`src/hw/rtl/itp_pkg.sv`:
```
// Shared types, opcodes and interval helpers for the prescaled interval timer.
package itp_pkg;

   // Operation codes carried in the request opcode field.
   localparam logic [1:0] OP_TICK        = 2'd0;
   localparam logic [1:0] OP_WRITE       = 2'd1;
   localparam logic [1:0] OP_READ_COUNT  = 2'd2;
   localparam logic [1:0] OP_READ_STATUS = 2'd3;

   // Interval select codes.
   localparam logic [1:0] SEL_1    = 2'd0;
   localparam logic [1:0] SEL_8    = 2'd1;
   localparam logic [1:0] SEL_64   = 2'd2;
   localparam logic [1:0] SEL_1024 = 2'd3;

   // Widths of the timer state.
   localparam int COUNT_W    = 8;
   localparam int PRESCALE_W = 11;

   // Reset values and fixed patterns.
   localparam logic [COUNT_W-1:0]    COUNT_RESET    = 8'hD5;
   localparam logic [COUNT_W-1:0]    COUNT_WRAP     = 8'hFF;
   localparam logic [PRESCALE_W-1:0] PRESCALE_RESET = 11'h400;
   localparam logic [PRESCALE_W-1:0] PRESCALE_ONE   = 11'h001;

   // Request transaction payload.
   typedef struct packed {
      logic [1:0]         opcode;
      logic [1:0]         interval_select;
      logic [COUNT_W-1:0] write_data;
   } req_type;

   // Response transaction payload.
   typedef struct packed {
      logic [COUNT_W-1:0] read_data;
      logic               underflow_flag;
   } rsp_type;

   // Timer state as one bundle.
   typedef struct packed {
      logic [COUNT_W-1:0]    count;
      logic [PRESCALE_W-1:0] remaining;
      logic [1:0]            chosen;
      logic                  fast;
      logic                  flag;
   } timer_state_type;

   // Number of ticks per decrement for an interval select code.
   function automatic logic [PRESCALE_W-1:0] interval_len(input logic [1:0] sel);
      logic [PRESCALE_W-1:0] len;
      begin
         unique case (sel)
            SEL_1:    len = 11'h001;
            SEL_8:    len = 11'h008;
            SEL_64:   len = 11'h040;
            SEL_1024: len = 11'h400;
            default:  len = 11'h400;
         endcase
         return len;
      end
   endfunction

   // One prescaler tick applied to a timer state.
   function automatic timer_state_type do_tick(input timer_state_type st);
      timer_state_type nx;
      begin
         nx = st;
         if (st.remaining <= PRESCALE_ONE) begin
            if (st.count == '0) begin
               // Underflow: wrap, raise the flag and drop to one tick per step.
               nx.count     = COUNT_WRAP;
               nx.fast      = 1'b1;
               nx.remaining = PRESCALE_ONE;
               nx.flag      = 1'b1;
            end else begin
               nx.count     = st.count - 8'd1;
               nx.remaining = st.fast ? PRESCALE_ONE : interval_len(st.chosen);
            end
         end else begin
            nx.remaining = st.remaining - PRESCALE_ONE;
         end
         return nx;
      end
   endfunction

endpackage

```
`src/hw/rtl/interval_timer_prescaled_unit.sv`:
```
// Top level of the prescaled interval timer: input register, timer state and response register.
// An 8-bit down-counting interval timer with a prescaler of 1, 8, 64 or 1024 ticks per
// decrement. Each request transaction is a tick, a timer write, a count read or a status
// read, and each yields exactly one response transaction carrying the read byte (zero for
// ticks and writes) and the underflow flag after that request. A request passes through an
// input register, is applied to the timer state by one level of short logic, and lands in a
// response register, from which its response is presented; one request is accepted every
// cycle as long as the response side keeps taking transactions, and the input register
// stalls only while it holds a request and the response register is full and itself stalled.
// After reset the count is 0xD5 at the 1024-tick interval with the flag clear.
module interval_timer_prescaled_unit (
   input  logic                     clock,
   input  logic                     reset,
   input  logic                     req_valid,
   output logic                     req_stall,
   input  itp_pkg::req_type         req_data,
   output logic                     rsp_valid,
   input  logic                     rsp_stall,
   output itp_pkg::rsp_type         rsp_data
);

   // Input register.
   logic                      in_valid_ff, in_valid_in;
   itp_pkg::req_type          in_data_ff, in_data_in;

   // Timer state.
   itp_pkg::timer_state_type  state_ff, state_in;

   // Response register.
   logic                      out_valid_ff, out_valid_in;
   itp_pkg::rsp_type          out_data_ff, out_data_in;

   // Handshake control.
   logic                      out_free;
   logic                      advance;
   logic                      req_take;
   itp_pkg::timer_state_type  loaded;
   itp_pkg::timer_state_type  applied;
   logic [itp_pkg::COUNT_W-1:0] read_byte;

   // The response register frees when empty or when its transaction is taken.
   assign out_free  = !out_valid_ff || !rsp_stall;
   assign advance   = in_valid_ff && out_free;
   assign req_stall = in_valid_ff && !out_free;
   assign req_take  = req_valid && !req_stall;

   // Input register next values.
   always_comb begin
      in_valid_in = in_valid_ff;
      in_data_in  = in_data_ff;
      if (req_take) begin
         in_valid_in = 1'b1;
         in_data_in  = req_data;
      end else if (advance) begin
         in_valid_in = 1'b0;
      end
   end

   // Apply the registered request to the timer state.
   always_comb begin
      loaded    = state_ff;
      applied   = state_ff;
      read_byte = '0;
      unique case (in_data_ff.opcode)
         itp_pkg::OP_TICK: begin
            applied = itp_pkg::do_tick(state_ff);
         end
         itp_pkg::OP_WRITE: begin
            loaded.chosen    = in_data_ff.interval_select;
            loaded.fast      = 1'b0;
            loaded.remaining = itp_pkg::interval_len(in_data_ff.interval_select);
            loaded.count     = in_data_ff.write_data;
            loaded.flag      = 1'b0;
            applied          = itp_pkg::do_tick(loaded);
         end
         itp_pkg::OP_READ_COUNT: begin
            applied.fast = 1'b0;
            read_byte    = state_ff.count;
         end
         itp_pkg::OP_READ_STATUS: begin
            read_byte = {state_ff.flag, 7'b0000000};
         end
         default: begin
            applied = state_ff;
         end
      endcase
   end

   // State and response register next values.
   always_comb begin
      state_in     = state_ff;
      out_valid_in = out_valid_ff;
      out_data_in  = out_data_ff;
      if (advance) begin
         state_in                   = applied;
         out_valid_in               = 1'b1;
         out_data_in.read_data      = read_byte;
         out_data_in.underflow_flag = applied.flag;
      end else if (!rsp_stall) begin
         out_valid_in = 1'b0;
      end
   end

   // Control and state registers.
   always_ff @(posedge clock) begin
      if (reset) begin
         in_valid_ff        <= 1'b0;
         out_valid_ff       <= 1'b0;
         state_ff.count     <= itp_pkg::COUNT_RESET;
         state_ff.remaining <= itp_pkg::PRESCALE_RESET;
         state_ff.chosen    <= itp_pkg::SEL_1024;
         state_ff.fast      <= 1'b0;
         state_ff.flag      <= 1'b0;
      end else begin
         in_valid_ff  <= in_valid_in;
         out_valid_ff <= out_valid_in;
         state_ff     <= state_in;
      end
   end

   // Payload registers.
   always_ff @(posedge clock) begin
      in_data_ff  <= in_data_in;
      out_data_ff <= out_data_in;
   end

   assign rsp_valid = out_valid_ff;
   assign rsp_data  = out_data_ff;

endmodule

```
`config.mk`:
```
export PLATFORM = sky130hd
export DESIGN_NAME = interval_timer_prescaled_unit
export DESIGN_NICKNAME = d
export VERILOG_FILES = /design/src/hw/rtl/itp_pkg.sv /design/src/hw/rtl/interval_timer_prescaled_unit.sv
export SDC_FILE = /design/constraint.sdc
export NUM_CORES = 1
export LEC_CHECK = 0
export BUFFER_PORTS_ARGS = -buffer_cell sky130_fd_sc_hd__buf_4
export CORE_ASPECT_RATIO = 0.6
export CORE_MARGIN = 1.5
export CORE_UTILIZATION = 30
export DETAILED_ROUTE_END_ITERATION = 7
export SYNTH_ARGS = -nofsm -noshare
export SYNTH_HDL_FRONTEND = slang
export SYNTH_SLANG_ARGS = --single-unit
export TNS_END_PERCENT = 30
```
`constraint.sdc`:
```
create_clock -name clock -period 5.95 [get_ports clock]
set_clock_uncertainty 0.2 [all_clocks]
set_input_delay 0.2975 -clock clock [delete_from_list [all_inputs] [get_ports clock]]
set_output_delay 0.2975 -clock clock [all_outputs]
set_load 0.03 [all_outputs]
```
== After elaboration in Yosys (flattened, before gate mapping) ==
Index checks and enable logic that the tools add are counted.

* Register bits after elaboration: 46
* Bits in latches: 0
* RAM bits: 0
* ROM bits: 0
* Output and inout bits: 11
* Memories kept: 0

* Add/subtract/negate cells: 4
* Multipliers: 0
* Divide/modulo/power cells: 0
* Magnitude comparators: 2
* Eq/ne operators: 12
* Shift-type cells: 0
* Multiplexer cells: 22
* Bitwise logic cells: 1
* Reduce and logical (&&, ||, !) cells: 20

{| class="wikitable"
|+ Operator list
! kind !! count
|-
| 11-bit case mux with 4 select lines || 2
|-
| 11-bit two-way mux || 4
|-
| 21-bit case mux with 2 select lines || 1
|-
| 19-bit two-way mux || 2
|-
| 11-bit by 1-bit less-or-equal comparator with 1-bit output, second input constant || 2
|-
| 11-bit by 1-bit subtractor with 11-bit output, second input constant || 2
|-
| 8-bit logical NOT || 2
|-
| 8-bit two-way mux || 2
|-
| 8-bit case mux with 2 select lines || 1
|-
| 8-bit by 1-bit subtractor with 8-bit output, second input constant || 2
|-
| 2-bit equality test, second input constant || 6
|-
| 2-bit two-way mux || 4
|-
| 2-bit by 1-bit equality test with 1-bit output, second input constant || 3
|-
| 2-bit logical NOT || 3
|-
| 3-bit AND reduction || 2
|-
| 1-bit logical NOT || 4
|-
| 1-bit two-way mux || 4
|-
| 2-bit != test, second input constant || 2
|-
| 4-bit AND reduction || 1
|-
| 2-bit nonzero test || 2
|-
| 1-bit logical AND || 3
|-
| 1-bit case mux with 3 select lines || 1
|-
| 3-bit nonzero test || 1
|-
| 2-bit by 1-bit != test with 1-bit output, second input constant || 1
|-
| other kinds (4) || 4
|}

== Depth between registers and ports, before layout ==
* Word-level depth: 7
* Gate-level depth with buffers: 9
* Gate-level depth less buffers: 7

== Worst setup path before layout ==
OpenSTA, ideal clock, no wires.

* Path type: flip-flop to flip-flop
* Start: reg out_valid_ff (netlist: rsp_valid)
* End: reg state_ff[17] (netlist name)
* Library setup time: 0.120 ns
* Arrival time: 2.182 ns
* Required time: 5.630 ns
* Path slack: 3.449 ns
* Cell stages (with the launch flop): 5
* Period minus slack after synthesis: 2.501 ns
* Cell sequence: dfxtp_1 -> a21boi_1 -> a21boi_1 -> o21ai_1 -> o31a_1

* Longest elaborated chain between the ends: 4

{| class="wikitable"
|+ RTL lines
! item !! line !! source
|-
| from (decl) || interval_timer_prescaled_unit.sv:30 || <nowiki>logic out_valid_ff, out_valid_in;</nowiki>
|-
| from (signal assigned) || interval_timer_prescaled_unit.sv:116 || <nowiki>out_valid_ff <= out_valid_in;</nowiki>
|-
| 1-bit logical NOT || interval_timer_prescaled_unit.sv:42 || <nowiki>assign out_free = !out_valid_ff || !rsp_stall;</nowiki>
|-
| 1-bit logical OR || interval_timer_prescaled_unit.sv:42 ||
|-
| 1-bit logical AND || interval_timer_prescaled_unit.sv:43 || <nowiki>assign advance = in_valid_ff && out_free;</nowiki>
|-
| named net advance || interval_timer_prescaled_unit.sv:35 || <nowiki>logic advance;</nowiki>
|-
| 3-bit AND reduction (no source line) || - ||
|-
| to (signal assigned) || interval_timer_prescaled_unit.sv:117 || <nowiki>state_ff <= state_in;</nowiki>
|-
| to (decl) || interval_timer_prescaled_unit.sv:27 || <nowiki>itp_pkg::timer_state_type state_ff, state_in;</nowiki>
|}

The timed path passes the listed nets, and every way through them passes these cells.
A chain may end at the register's enable or synchronous reset.

== Worst setup path in the final report ==
* Start: reg state_ff[15] (netlist name)
* End: reg state_ff[0] (netlist name)

* Longest elaborated chain between the ends: 4

{| class="wikitable"
|+ RTL lines
! item !! line !! source
|-
| 8-bit logical NOT || itp_pkg.sv:69 || <nowiki>if (st.count == '0) begin</nowiki>
|-
| 2-bit two-way mux || itp_pkg.sv:69 ||
|-
| 2-bit two-way mux || itp_pkg.sv:68 || <nowiki>if (st.remaining <= PRESCALE_ONE) begin</nowiki>
|-
| 1-bit case mux with 2 select lines || interval_timer_prescaled_unit.sv:64 || <nowiki>unique case (in_data_ff.opcode)</nowiki>
|}

No other way between the ends. The select of a mux whose other input is x is not followed.

==> impl_metrics.py <==
metrics = {
    "outcome": {
        "status": "completed",
    },
    "worst_setup_path": {
        "critPathMaxFanout": 8,
        "critPathLaunchType": "flip-flop",
        "endpoint_kind": "flip-flop",
        "worstPathArrival_ps": 2700,
        "crit_required_ps": 5960,
        "path_class": "reg2reg",
    },
    "die": {
        "initial_core_util": 0.307,
        "die_w_um": 123,
        "dieArea_um2": 9240,
        "num_rows": 26,
        "io_pins": 27,
        "die_h_um": 75.1,
        "core_area_um2": 8460,
    },
    "placed_design": {
        "gp_congestion": 0.965,
        "post-dp-hpwl_um": 4720,
        "io_buffers": 26,
    },
    "final_layout": {
        "syn_to_final_growth_pct": 22.7,
        "diodes": 0,
        "nets": 345,
        "layout-drive-gt1-share": 0.151,
        "seq_area_um2": 1130,
        "fill_cells": 864,
        "multi_input_area_um2": 1360,
    },
    "logic_synthesis": {
        "yosysTopAreaCellShare": 0.243,
        "synth_top_family_by_area": "compound AO/OA/AOI/OAI gates",
        "synth.distinct_cells": 52,
        "avgSynthCellArea_um2": 9.21,
        "yosys_warnings": 0,
        "synth_compound_area_frac": 0.246,
        "yosysTopAreaCell": "edfxtp_1",
        "synth-simple-area-share": 0.205,
        "ys_seq_area_frac": 0.436,
        "synth_xor_area_frac": 0.0135,
        "synthCells": 282,
        "async_reset_ff_frac": 0,
        "synth.area.top_cells": "edfxtp_1 (24%), dfxtp_1 (19%), ha_1 (5.8%)",
        "synth_mux_area_frac": 0,
        "synthFlopType": "dfxtp_1",
        "synth_adder_area_share": 0.0578,
        "syn_nets": 310,
        "ys_seq_elements": 46,
        "synth_edf_count": 21,
        "syn_area_um2": 2600,
    },
    "sta": {
        "finalSetupTns_ps": 0,
        "hold_viol_final": 0,
        "period_needed_ps": 2690,
        "slew_headroom": 0.363,
        "grt_setup_unrepaired": "no",
        "whs_ps": 30.8,
        "setup_viol": 0,
        "maxSlewViolCount": 0,
        "fmax_mhz": 371,
        "period_share": 0.453,
        "worst_pin_slew_ps": 954,
    },
    "pwr": {
        "switchingPower_mw": 0.209,
        "power.density_nw_per_um2": 253,
        "p_sw_frac": 0.259,
        "power_frac_seq": 0.448,
        "p_total_mw": 0.806,
        "p_int_mw": 0.597,
        "irDropWorstVdd_v": 0.000133,
        "p_clk_frac": 0.395,
        "combPwrFrac": 0.156,
        "power_leakage_nw": 1.21,
    },
    "drt": {
        "postRouteWirelength_um": 6550,
        "drtIter0Drc": 205,
        "avgViaCountPerCell": 5.36,
        "final_antenna_net_count": 0,
        "drc_errors": 0,
        "wl_per_cell_um": 15.2,
        "dr_total_vias": 2303,
        "firstDrtPassIters": 5,
    },
    "cts": {
        "post_cts_resized": 0,
        "cts_tree": "yes",
        "path_clk_slew_ps": 70,
        "numClockSinks": 46,
        "cts_setup_buffers": 0,
        "clockBufferDepth": 2,
        "clock_latency_ps": 300,
        "cts_htree_levels": 2,
        "cts_buffers": 5,
        "root_buffer": "clkbuf_16",
        "cts-hold-fix-buffers": 12,
    },
    "grt": {
        "grt_max_degree": 29,
        "grt_overflow": 0,
        "grt_pass1_wl_um": 10600,
        "antenna_found_initial": 0,
        "grt_pass1_vias": 2015,
        "track_usage": 0.154,
    },
    "worst_hold_path": {
        "hp-class": "in2reg",
    },
    "run": {
        "drv_cap": 0,
    },
}
==> worst max-delay path: stages (launching register included) <==
cell and delay, ps:
dfxtp_1 340, inv_1 80, ha_1 220, or4b_2 660, nor2b_1 510, and3_1 260
o22ai_1 80, a211oi_1 270
==> sequential cells by signal, summed over array words and instances, names as in the netlist <==
register / cells
state_ff: 23
in_data_ff: 12
rsp_data: 9
in_valid_ff: 1
rsp_valid: 1
==> cell usage after synthesis (2+ instances only) <==
master,n
o31a_1,2
a211oi_1,3
and2_1,7
and3_1,3
or2_2,2
or3b_2,2
or3_1,3
clkbuf_1,11
edfxtp_1,21
nand2_1,15
nor2b_1,2
a21boi_1,2
ha_1,12
a22oi_1,8
xor2_1,2
nand3_1,5
nor4_1,4
a21o_1,2
inv_1,16
nor3_1,9
o31ai_1,10
o22ai_1,2
nor2_1,34
dfxtp_1,25
a31oi_1,6
a211o_1,5
nand2b_1,2
xnor2_1,2
a31o_2,2
o211ai_1,6
o21ai_0,13
nand4_1,4
o41ai_1,4
or4_1,6
a21oi_1,11
o21ai_1,3
==> area by class of cell <==
| class | instances | area share |
|---|---|---|
| Multi-Input combinational cell | 207 | 0.425 |
| Sequential cell | 46 | 0.355 |
| Timing Repair Buffer | 41 | 0.106 |
| Tap cell | 112 | 0.0440 |
| Clock buffer | 7 | 0.0416 |
| Inverter | 16 | 0.0188 |
| Clock inverter | 1 | 0.00942 |
==> power by group through the flow <==
stage               clock network, mW  logic, mW  registers [mW]
floorplan                           0     0.0794           0.370
finish                          0.319      0.126           0.361
global placement                    0      0.119           0.367
CTS                             0.330      0.125           0.361
global route                    0.343      0.140           0.363
detailed placement                  0      0.118           0.368
==> routing by layer <==
metal  vias up  GRT usage  wire length (µm)
met3        10     0.0371               585
li1       1134          -                 -
met2       102      0.193              2320
met1      1057      0.246              3550
met4         0     0.0498                94
met5         -          0                 0
==> worst paths after layout <==
kind | to | start | cells after the start | slack (ps)
worst max-delay path | state_ff[0] | state_ff[15] | 7 | 3260
worst min-delay path | in_valid_ff | req_valid | 3 | 30
worst max register to register | state_ff[0] | state_ff[15] | 7 | 3260
worst min register to register | rsp_valid | in_valid_ff | 2 | 290
==> kinds of logic after synthesis <==
family,count (synthesis)
and+or+nand+nor,102
AOI/OAI and AO/OA,89
DFF,46
buffers and inverters,29
adders and majority gates,12
xor gates and xnor gates,4
==> layout by cell type (no fill, tap or decap), types with 4 or more instances in the layout <==
master,count
o31ai_1,10
nand2_1,15
nor4_1,4
or4_1,6
nand4_1,4
a31oi_1,6
nor3_1,9
clkbuf_16,5
buf_4,29
o21ai_0,13
edfxtp_1,21
nand3_1,5
dlygate4sd3_1,12
dfxtp_1,25
ha_1,12
a21oi_1,11
nor2_1,34
and2_1,7
inv_1,16
o211ai_1,6
a211o_1,5
o41ai_1,4
a22oi_1,8
==> metrics by stage <==
step | util | area (µm²) | worst slack, ps | cells
6_report | 0.377 | 3190 | 3260 | 430
5_1_grt | 0.377 | 3190 | 3070 | 430
4_1_cts | 0.377 | 3190 | 3290 | 430
3_5_place_dp | 0.343 | 2900 | 3300 | 410
3_3_place_gp | 0.343 | 2900 | 3320 | 410
2_1_floorplan | - | 2600 | 3450 | 282
(Power assumes the default switching activity.)
